===== src/hw/rtl/tma_pkg.sv =====
// Package for the tachometer moving-average block: widths, reset values,
// register indexes, FSM state codes and divider request/response types.
// No dependencies.
`timescale 1ns / 1ps

package tma_pkg;

  localparam int unsigned SAMPLES_DEF = 8;

  localparam int unsigned TPM_W  = 32;
  localparam int unsigned LIM_W  = 13;
  localparam int unsigned RPM_W  = 16;
  localparam int unsigned AVG_W  = 13;
  localparam int unsigned PER_W  = 32;
  localparam int unsigned CFG_AW = 2;
  localparam int unsigned CFG_DW = 32;

  localparam logic [TPM_W-1:0] TPM_RST  = 32'd60000000;
  localparam logic [LIM_W-1:0] LOW_RST  = 13'd100;
  localparam logic [LIM_W-1:0] HIGH_RST = 13'd6000;

  // configuration register indexes
  localparam logic [CFG_AW-1:0] REG_TPM  = 2'd0;
  localparam logic [CFG_AW-1:0] REG_LOW  = 2'd1;
  localparam logic [CFG_AW-1:0] REG_HIGH = 2'd2;

  localparam logic MODE_SAMPLE = 1'b0;
  localparam logic MODE_CLEAR  = 1'b1;

  // restoring divider widths and request/response types
  localparam int unsigned DIV_W  = 32;
  localparam int unsigned DIV_CW = $clog2(DIV_W + 1);

  typedef struct packed {
    logic             start;
    logic [DIV_W-1:0] dividend;
    logic [DIV_W-1:0] divisor;
  } div_req_t;

  typedef struct packed {
    logic             done;
    logic [DIV_W-1:0] quotient;
  } div_rsp_t;

  typedef enum logic [4:0] {
    ST_IDLE = 5'b00001,
    ST_DIV  = 5'b00010,
    ST_UPD  = 5'b00100,
    ST_AVGS = 5'b01000,
    ST_DONE = 5'b10000
  } state_e;

endpackage


===== src/hw/rtl/tma_ram.sv =====
// Generic single-write, single-read RAM with registered read data.
// No dependencies.
`timescale 1ns / 1ps

module tma_ram #(
  parameter int unsigned WIDTH = 13,
  parameter int unsigned DEPTH = 8,
  localparam int unsigned AW   = (DEPTH > 1) ? $clog2(DEPTH) : 1
) (
  input  logic             clk_i,
  input  logic             we_i,
  input  logic [AW-1:0]    waddr_i,
  input  logic [WIDTH-1:0] wdata_i,
  input  logic             re_i,
  input  logic [AW-1:0]    raddr_i,
  output logic [WIDTH-1:0] rdata_o
);

  logic [WIDTH-1:0] mem_q [DEPTH];
  logic [WIDTH-1:0] rdata_q;

  always_ff @(posedge clk_i) begin
    if (we_i) begin
      mem_q[waddr_i] <= wdata_i;
    end
    if (re_i) begin
      rdata_q <= mem_q[raddr_i];
    end
  end

  assign rdata_o = rdata_q;

endmodule


===== src/hw/rtl/tma_div.sv =====
// Restoring unsigned divider, one quotient bit per cycle.
// Depends on tma_pkg.
`timescale 1ns / 1ps

module tma_div
  import tma_pkg::*;
(
  input  logic     clk_i,
  input  logic     rst_ni,
  input  div_req_t req_i,
  output div_rsp_t rsp_o
);

  logic [DIV_W:0]    rem_q, rem_d;
  logic [DIV_W-1:0]  quo_q, quo_d;
  logic [DIV_W-1:0]  dvs_q, dvs_d;
  logic [DIV_CW-1:0] cnt_q, cnt_d;
  logic              busy_q, busy_d;
  logic              done_q, done_d;
  logic [DIV_W:0]    rem_sh;
  logic [DIV_W:0]    rem_sub;

  assign rem_sh  = {rem_q[DIV_W-1:0], quo_q[DIV_W-1]};
  assign rem_sub = rem_sh - {1'b0, dvs_q};

  always_comb begin
    rem_d  = rem_q;
    quo_d  = quo_q;
    dvs_d  = dvs_q;
    cnt_d  = cnt_q;
    busy_d = busy_q;
    done_d = 1'b0;
    if (req_i.start) begin
      rem_d  = '0;
      quo_d  = req_i.dividend;
      dvs_d  = req_i.divisor;
      cnt_d  = DIV_CW'(DIV_W);
      busy_d = 1'b1;
    end else if (busy_q) begin
      if (!rem_sub[DIV_W]) begin
        rem_d = rem_sub;
        quo_d = {quo_q[DIV_W-2:0], 1'b1};
      end else begin
        rem_d = rem_sh;
        quo_d = {quo_q[DIV_W-2:0], 1'b0};
      end
      cnt_d = cnt_q - 1'b1;
      if (cnt_q == DIV_CW'(1)) begin
        busy_d = 1'b0;
        done_d = 1'b1;
      end
    end
  end

  always_ff @(posedge clk_i or negedge rst_ni) begin
    if (!rst_ni) begin
      busy_q <= 1'b0;
      done_q <= 1'b0;
      cnt_q  <= '0;
    end else begin
      busy_q <= busy_d;
      done_q <= done_d;
      cnt_q  <= cnt_d;
    end
  end

  always_ff @(posedge clk_i) begin
    rem_q <= rem_d;
    quo_q <= quo_d;
    dvs_q <= dvs_d;
  end

  assign rsp_o.done     = done_q;
  assign rsp_o.quotient = quo_q;

endmodule


===== src/hw/rtl/tachometer_moving_average.sv =====
// Tachometer top level: period-to-RPM conversion, range gate and moving average.
// Depends on tma_pkg, tma_ram, tma_div.
//
//   channel | signals                                   | direction
//   in      | in_valid_i/in_ready_o, mode_i, period_ticks_i | item in
//   out     | out_valid_o/out_ready_i, average_rpm_o, sample_rpm_o, accepted_o | result out
//   cfg     | cfg_we_i, cfg_addr_i, cfg_wdata_i          | register write
//
// A sample item runs from accept through the 32-step divider, then gate/update,
// average (reciprocal multiply) and output load, before its result is valid and
// the next item is accepted. Zero period skips the divider; a clear goes straight
// to the output load. One item is in flight; the next is taken once the result
// sits in the output register, and a stalled result holds the block in ST_DONE.
// Ring contents are cleared on reset by per-entry valid bits, so no clearing pass.
`timescale 1ns / 1ps

module tachometer_moving_average
  import tma_pkg::*;
#(
  parameter int unsigned SAMPLES = SAMPLES_DEF
) (
  input  logic              clk_i,
  input  logic              rst_ni,
  input  logic              in_valid_i,
  output logic              in_ready_o,
  input  logic              mode_i,
  input  logic [PER_W-1:0]  period_ticks_i,
  output logic              out_valid_o,
  input  logic              out_ready_i,
  output logic [AVG_W-1:0]  average_rpm_o,
  output logic [RPM_W-1:0]  sample_rpm_o,
  output logic              accepted_o,
  input  logic              cfg_we_i,
  input  logic [CFG_AW-1:0] cfg_addr_i,
  input  logic [CFG_DW-1:0] cfg_wdata_i
);

  localparam int unsigned IDX_W = (SAMPLES > 1) ? $clog2(SAMPLES) : 1;
  localparam int unsigned TOT_W = LIM_W + $clog2(SAMPLES);

  // total / SAMPLES as (total * ceil(2^AVG_SH / SAMPLES)) >> AVG_SH; exact since
  // total * SAMPLES < 2^AVG_SH for every reachable total
  localparam int unsigned     AVG_SH  = TOT_W + $clog2(SAMPLES);
  localparam int unsigned     PROD_W  = TOT_W + AVG_SH + 1;
  localparam longint unsigned AVG_MUL =
    ((64'd1 << AVG_SH) + 64'(SAMPLES) - 64'd1) / 64'(SAMPLES);

  state_e state_q, state_d;

  logic [TPM_W-1:0] tpm_q;
  logic [LIM_W-1:0] low_q, high_q;

  logic [IDX_W-1:0]   idx_q, idx_d;
  logic [TOT_W-1:0]   total_q, total_d;
  logic [SAMPLES-1:0] vld_q, vld_d;

  logic [RPM_W-1:0] rpm_q, rpm_d;
  logic [AVG_W-1:0] avg_q, avg_d;
  logic             ok_q, ok_d;
  logic             out_valid_q, out_valid_d;

  div_req_t div_req;
  div_rsp_t div_rsp;

  logic              in_acc;
  logic              out_free;
  logic              pass;
  logic [LIM_W-1:0]  old_val;
  logic [LIM_W-1:0]  ram_rdata;
  logic              ram_we;
  logic              ram_re;
  logic [RPM_W-1:0]  rpm_sat;
  logic [PROD_W-1:0] avg_prod;

  assign in_ready_o = (state_q == ST_IDLE);
  assign in_acc     = in_valid_i && in_ready_o;
  assign out_free   = !out_valid_q || out_ready_i;

  assign rpm_sat = (|div_rsp.quotient[DIV_W-1:RPM_W]) ? {RPM_W{1'b1}}
                                                       : div_rsp.quotient[RPM_W-1:0];
  assign pass    = (rpm_q > RPM_W'(low_q)) && (rpm_q < RPM_W'(high_q));
  assign old_val = vld_q[idx_q] ? ram_rdata : '0;

  assign avg_prod = PROD_W'(total_q) * PROD_W'(AVG_MUL);

  // the ring entry is read at accept and written back in ST_UPD; only one
  // item is in flight so the two never overlap
  assign ram_re = in_acc && (mode_i == MODE_SAMPLE) && (period_ticks_i != '0);
  assign ram_we = (state_q == ST_UPD) && pass;

  always_comb begin
    div_req.start    = ram_re;
    div_req.dividend = tpm_q;
    div_req.divisor  = period_ticks_i;
  end

  always_comb begin
    state_d     = state_q;
    idx_d       = idx_q;
    total_d     = total_q;
    vld_d       = vld_q;
    rpm_d       = rpm_q;
    avg_d       = avg_q;
    ok_d        = ok_q;
    out_valid_d = out_valid_q;
    if (out_ready_i) begin
      out_valid_d = 1'b0;
    end
    case (state_q)
      ST_IDLE: begin
        if (in_acc) begin
          rpm_d = '0;
          ok_d  = 1'b0;
          if (mode_i == MODE_CLEAR) begin
            idx_d   = '0;
            total_d = '0;
            vld_d   = '0;
            avg_d   = '0;
            state_d = ST_DONE;
          end else if (period_ticks_i == '0) begin
            state_d = ST_AVGS;
          end else begin
            state_d = ST_DIV;
          end
        end
      end
      ST_DIV: begin
        if (div_rsp.done) begin
          rpm_d   = rpm_sat;
          state_d = ST_UPD;
        end
      end
      ST_UPD: begin
        if (pass) begin
          total_d      = total_q - TOT_W'(old_val) + TOT_W'(rpm_q[LIM_W-1:0]);
          vld_d[idx_q] = 1'b1;
          idx_d        = (idx_q == IDX_W'(SAMPLES - 1)) ? '0 : idx_q + 1'b1;
          ok_d         = 1'b1;
        end
        state_d = ST_AVGS;
      end
      ST_AVGS: begin
        avg_d   = avg_prod[AVG_SH +: AVG_W];
        state_d = ST_DONE;
      end
      ST_DONE: begin
        if (out_free) begin
          out_valid_d = 1'b1;
          state_d     = ST_IDLE;
        end
      end
      default: begin
        state_d = ST_IDLE;
      end
    endcase
  end

  always_ff @(posedge clk_i or negedge rst_ni) begin
    if (!rst_ni) begin
      state_q     <= ST_IDLE;
      idx_q       <= '0;
      total_q     <= '0;
      vld_q       <= '0;
      out_valid_q <= 1'b0;
      tpm_q       <= TPM_RST;
      low_q       <= LOW_RST;
      high_q      <= HIGH_RST;
    end else begin
      state_q     <= state_d;
      idx_q       <= idx_d;
      total_q     <= total_d;
      vld_q       <= vld_d;
      out_valid_q <= out_valid_d;
      if (cfg_we_i) begin
        case (cfg_addr_i)
          REG_TPM:  tpm_q  <= cfg_wdata_i[TPM_W-1:0];
          REG_LOW:  low_q  <= cfg_wdata_i[LIM_W-1:0];
          REG_HIGH: high_q <= cfg_wdata_i[LIM_W-1:0];
          default: ;
        endcase
      end
    end
  end

  always_ff @(posedge clk_i) begin
    rpm_q <= rpm_d;
    avg_q <= avg_d;
    ok_q  <= ok_d;
    if ((state_q == ST_DONE) && out_free) begin
      average_rpm_o <= avg_q;
      sample_rpm_o  <= rpm_q;
      accepted_o    <= ok_q;
    end
  end

  assign out_valid_o = out_valid_q;

  tma_ram #(
    .WIDTH (LIM_W),
    .DEPTH (SAMPLES)
  ) u_ring (
    .clk_i   (clk_i),
    .we_i    (ram_we),
    .waddr_i (idx_q),
    .wdata_i (rpm_q[LIM_W-1:0]),
    .re_i    (ram_re),
    .raddr_i (idx_q),
    .rdata_o (ram_rdata)
  );

  tma_div u_div (
    .clk_i  (clk_i),
    .rst_ni (rst_ni),
    .req_i  (div_req),
    .rsp_o  (div_rsp)
  );

endmodule


===== config.mk =====
export PLATFORM = sky130hd
export DESIGN_NAME = tachometer_moving_average
export DESIGN_NICKNAME = d
export VERILOG_FILES = /design/src/hw/rtl/tma_pkg.sv /design/src/hw/rtl/tma_ram.sv /design/src/hw/rtl/tma_div.sv /design/src/hw/rtl/tachometer_moving_average.sv
export SDC_FILE = /design/constraint.sdc
export NUM_CORES = 1
export LEC_CHECK = 0
export BUFFER_PORTS_ARGS = -buffer_cell sky130_fd_sc_hd__buf_2
export CAP_MARGIN = 30
export CORE_ASPECT_RATIO = 1.5
export CORE_MARGIN = 2
export CORE_UTILIZATION = 61
export DETAILED_ROUTE_END_ITERATION = 7
export GPL_TIMING_DRIVEN = 0
export PLACE_DENSITY_LB_ADDON = 0.1
export SYNTH_ARGS = -nofsm -noshare
export SYNTH_HDL_FRONTEND = slang
export SYNTH_SLANG_ARGS = --single-unit
export TNS_END_PERCENT = 10

===== constraint.sdc =====
create_clock -name clk_i -period 5 [get_ports clk_i]
set_clock_uncertainty 0.15 [all_clocks]
set_input_delay 1 -clock clk_i [delete_from_list [all_inputs] [get_ports clk_i]]
set_output_delay 1 -clock clk_i [all_outputs]
set_load 0.01 [all_outputs]

==> impl_results.md <==
* Non-Filler Instances at 2035
* Num ports at about 100
* P per Cell Area at about 530 nW/um2
* Post-synth EDFFs at 241
* Largest net degree at the start of global routing at 65
* CTS Buf Count at 35
* Core ar. at approximately 29000 um2
* Horiz. Die Dim at roughly 140 um
* Layout cells sized above 1 at 0.188
* Hold_buf cts at 0
* Synthesis Warnings at 0
* RSZ-0062 raised after global routing: false
* Seq cells post-synth at approximately 370
* Routability cong. at between 0.9 and 1
* Post-synth ARST share at 0.266
* Hold slack at about 260 ps
* Fillers at about 2200
* Worst Max-Slew Pin Slew at 941 ps
* Syn_nets at 1628
* DRT iter0 DRCs at about 770
* Register-to-Register Path Depth at 16
* Vias in the first global route at roughly 12000
* Remaining DRCs at 0
* CP arrival at between 4000 and 5000 ps
* Min Clock Period, post-route at between 4000 and 5000 ps
* Max-Cap Viols at 0
* Hpwl dp at around 29000 um
* Setup TNS at 0 ps
* Initial antenna violation count at 0
* First-pass GRT wire length at about 64000 um
* Fin. max-slew vios at 0
* CTS Root Buffer Type: clkbuf_16
* Hold Crit Class: reg -> reg
* Die Y at around 210 um
* Synth Area per Inst at 12.2 um2
* Diode count at 0
* Wire per inst at 19.6 um
* Initial Util at 0.621
* Gate Count Post-Synth at approximately 1500
* Crit share post-route at 0.924
* Synthesized area at 17800 um2
* Synth Flop Type: edfxtp_1
* Post-DRT Antenna Nets at 0
* GR Util All Layers at 0.270
* Grt ovf at 0
* Area of the multi-input gates at 6780 um2
* Worst-Skew Late Latency at around 540 ps
* Via Count at about 12000
* Sequential area share after synthesis at 0.582
* CTS max path bufs at 3
* Clock Sink Count at 372
* FF/Latch Area at between 10000 and 15000 um2
* Crit path kind: reg -> reg
* Area Overhead vs Synth at 13.0%
* Die area at 30700 um2
* Hold Fails Final Rpt at 0
* Cell count after placement at approximately 2000
* Clk pin slew, worst setup/hold paths at roughly 60 ps
* Worst setup SP type: flop
* Leak pwr at between 0.008 and 0.009 uW
* # rows at between 70 and 80
* Critical Path RT at around 5300 ps
* Placed inst area at 19000 um2
* First-pass DRT Iterations at 5
* Status: completed
* Nets at about 1800
* TritonCTS clock tree: built
* Drt total wl at between 30000 and 40000 um
* WHS Path Cells at 0
* Worst setup EP type: flop
* Crit-path max FO at 10
* Final setup viols at 0
* Post-CTS Setup Repair Bufs at 0
* Final instance area at a little over 20000 um2
* Vias per cell at approximately 5.8
* Worst VDD drop at ~430 uV
* Synth cell types at 76
* Count of input and output buffers at a little over 100
* Slew margin rel. at 0.372
* F_max at 217 MHz
* Htree depth at 2
metal layers:
layer | GRT usage | wire, um | up-vias
met5 | 0 | 0 | -
met4 | 0.146 | 2240 | 0
met3 | 0.0357 | 1870 | 107
met2 | 0.493 | 21000 | 372
met1 | 0.305 | 14800 | 5730
li1 | - | - | 5588
where the power goes:
group	switching, uW	internal (uW)
clock network	1140	1420
registers	393	3970
logic	2130	1610
layout make-up:
class                   instances  area share
flip-flops and latches        372       0.515
repair buffers                117      0.0344
multi-input cells             907       0.336
inverters                     135      0.0254
well taps                     390      0.0242
plain buffers                  51      0.0108
clock buffers                  49      0.0480
clock inverters                14     0.00614
repair_timing:
action                                  in CTS  in global routing
endpoints found under the setup margin       5                  5
resized for setup                            3                  7
gates cloned                                 0                  0
endpoints found under the hold margin        0                  0
Yosys cell counts (all sizes together), types with 18 or more instances:
| cell | n | area share |
|---|---|---|
| a21o | 30 | 0.013 |
| a21oi | 62 | 0.018 |
| and2 | 18 | 0.0063 |
| clkbuf | 37 | 0.0078 |
| dfrtp | 78 | 0.11 |
| dfstp | 21 | 0.031 |
| dfxtp | 32 | 0.036 |
| edfxtp | 241 | 0.41 |
| ha | 77 | 0.054 |
| inv | 134 | 0.028 |
| mux2 | 75 | 0.047 |
| mux2i | 29 | 0.016 |
| nand2 | 146 | 0.031 |
| nor2 | 96 | 0.020 |
| nor2b | 25 | 0.0088 |
| nor4 | 19 | 0.0067 |
| o21ai | 60 | 0.017 |
| xnor2 | 21 | 0.011 |
| xor2 | 21 | 0.010 |
state kept, by name, summed over array words and instances (netlist names):
signal          count
u_ring.mem_q      104
tpm_q              32
u_div.dvs_q        32
u_div.quo_q        32
u_div.rem_q        32
rpm_q              16
sample_rpm_o       16
total_q            16
average_rpm_o      13
avg_q              13
high_q             13
low_q              13
u_ring.rdata_o     13
vld_q               8
u_div.cnt_q         6
state_q             5
idx_q               3
accepted_o          1
ok_q                1
out_valid_o         1
u_div.busy_q        1
u_div.done_q        1
worst max-delay path, cell delays in order (launching register included):
cell and delay [ps]:
dfrtp_1 350, clkbuf_2 290, mux4_2 560, mux2i_2 260, buf_2 290, nor2b_1 90
fa_1 490, inv_1 50, ha_1 320, o21ai_0 110, a21boi_0 150, o21ai_1 190
a21oi_1 130, o2111ai_1 330, a311oi_2 190, or4_1 500, nand3_1 100
worst paths after layout:
check | startpoint | end | slack, ps
max | idx_q[0]$_DFFE_PN0P_ | total_q[14]$_DFFE_PN0P_ | 380
min | avg_q[11]$_SDFFCE_PP0P_ | average_rpm_o[11]$_DFFE_PP_ | 260
max reg2reg | idx_q[0]$_DFFE_PN0P_ | total_q[14]$_DFFE_PN0P_ | 380
min reg2reg | avg_q[11]$_SDFFCE_PP0P_ | average_rpm_o[11]$_DFFE_PP_ | 260
max in group asynchronous | rst_ni | state_q[0]$_DFFE_PN1P_ | 3680
min in group asynchronous | rst_ni | tpm_q[11]$_DFFE_PN0P_ | 280
kinds of logic (layout without fill, tap and decap cells):
kind of cell | count (synthesis) | in the layout | share of synthesized area
flip-flops | 372 | 372 | 0.582
AO/OA/AOI/OAI | 269 | 269 | 0.104
multiplexers | 116 | 116 | 0.0787
XOR/XNOR | 42 | 42 | 0.0217
adder cells (fa/ha/maj) | 91 | 91 | 0.0697
AND/OR/NAND/NOR | 389 | 389 | 0.104
buffers and inverters | 186 | 366 | 0.0406
layout by cell type, fill, tap and decap left out, types with 8 or more instances in the layout:
| cell type | count |
|---|---|
| a21o_1 | 30 |
| buf_4 | 8 |
| buf_2 | 108 |
| nand2b_1 | 10 |
| mux2_2 | 75 |
| nand3_1 | 14 |
| nand2_1 | 146 |
| mux4_2 | 12 |
| ha_1 | 77 |
| fa_1 | 14 |
| and2_1 | 16 |
| a21oi_1 | 59 |
| dfstp_2 | 21 |
| inv_1 | 134 |
| dfrtp_1 | 78 |
| clkbuf_1 | 44 |
| nand4_1 | 10 |
| dfxtp_1 | 32 |
| o22ai_1 | 15 |
| edfxtp_1 | 241 |
| nor3_1 | 9 |
| nor2_1 | 95 |
| o21a_1 | 14 |
| nor2b_1 | 24 |
| xor2_1 | 21 |
| clkbuf_16 | 35 |
| a221oi_1 | 13 |
| a31oi_1 | 12 |
| mux2i_1 | 28 |
| nor4_1 | 19 |
| xnor2_1 | 20 |
| and3_1 | 12 |
| o21ai_0 | 51 |
stage by stage:
step	worst slack, ps	total power (uW)	utilization
2_1_floorplan	654	7160	-
3_3_place_gp	-296	7950	0.656
3_5_place_dp	-316	8110	0.663
4_1_cts	44.8	10700	0.701
5_1_grt	24.9	11300	0.702
6_report	382	10700	0.702
(Power assumes the default switching activity.)
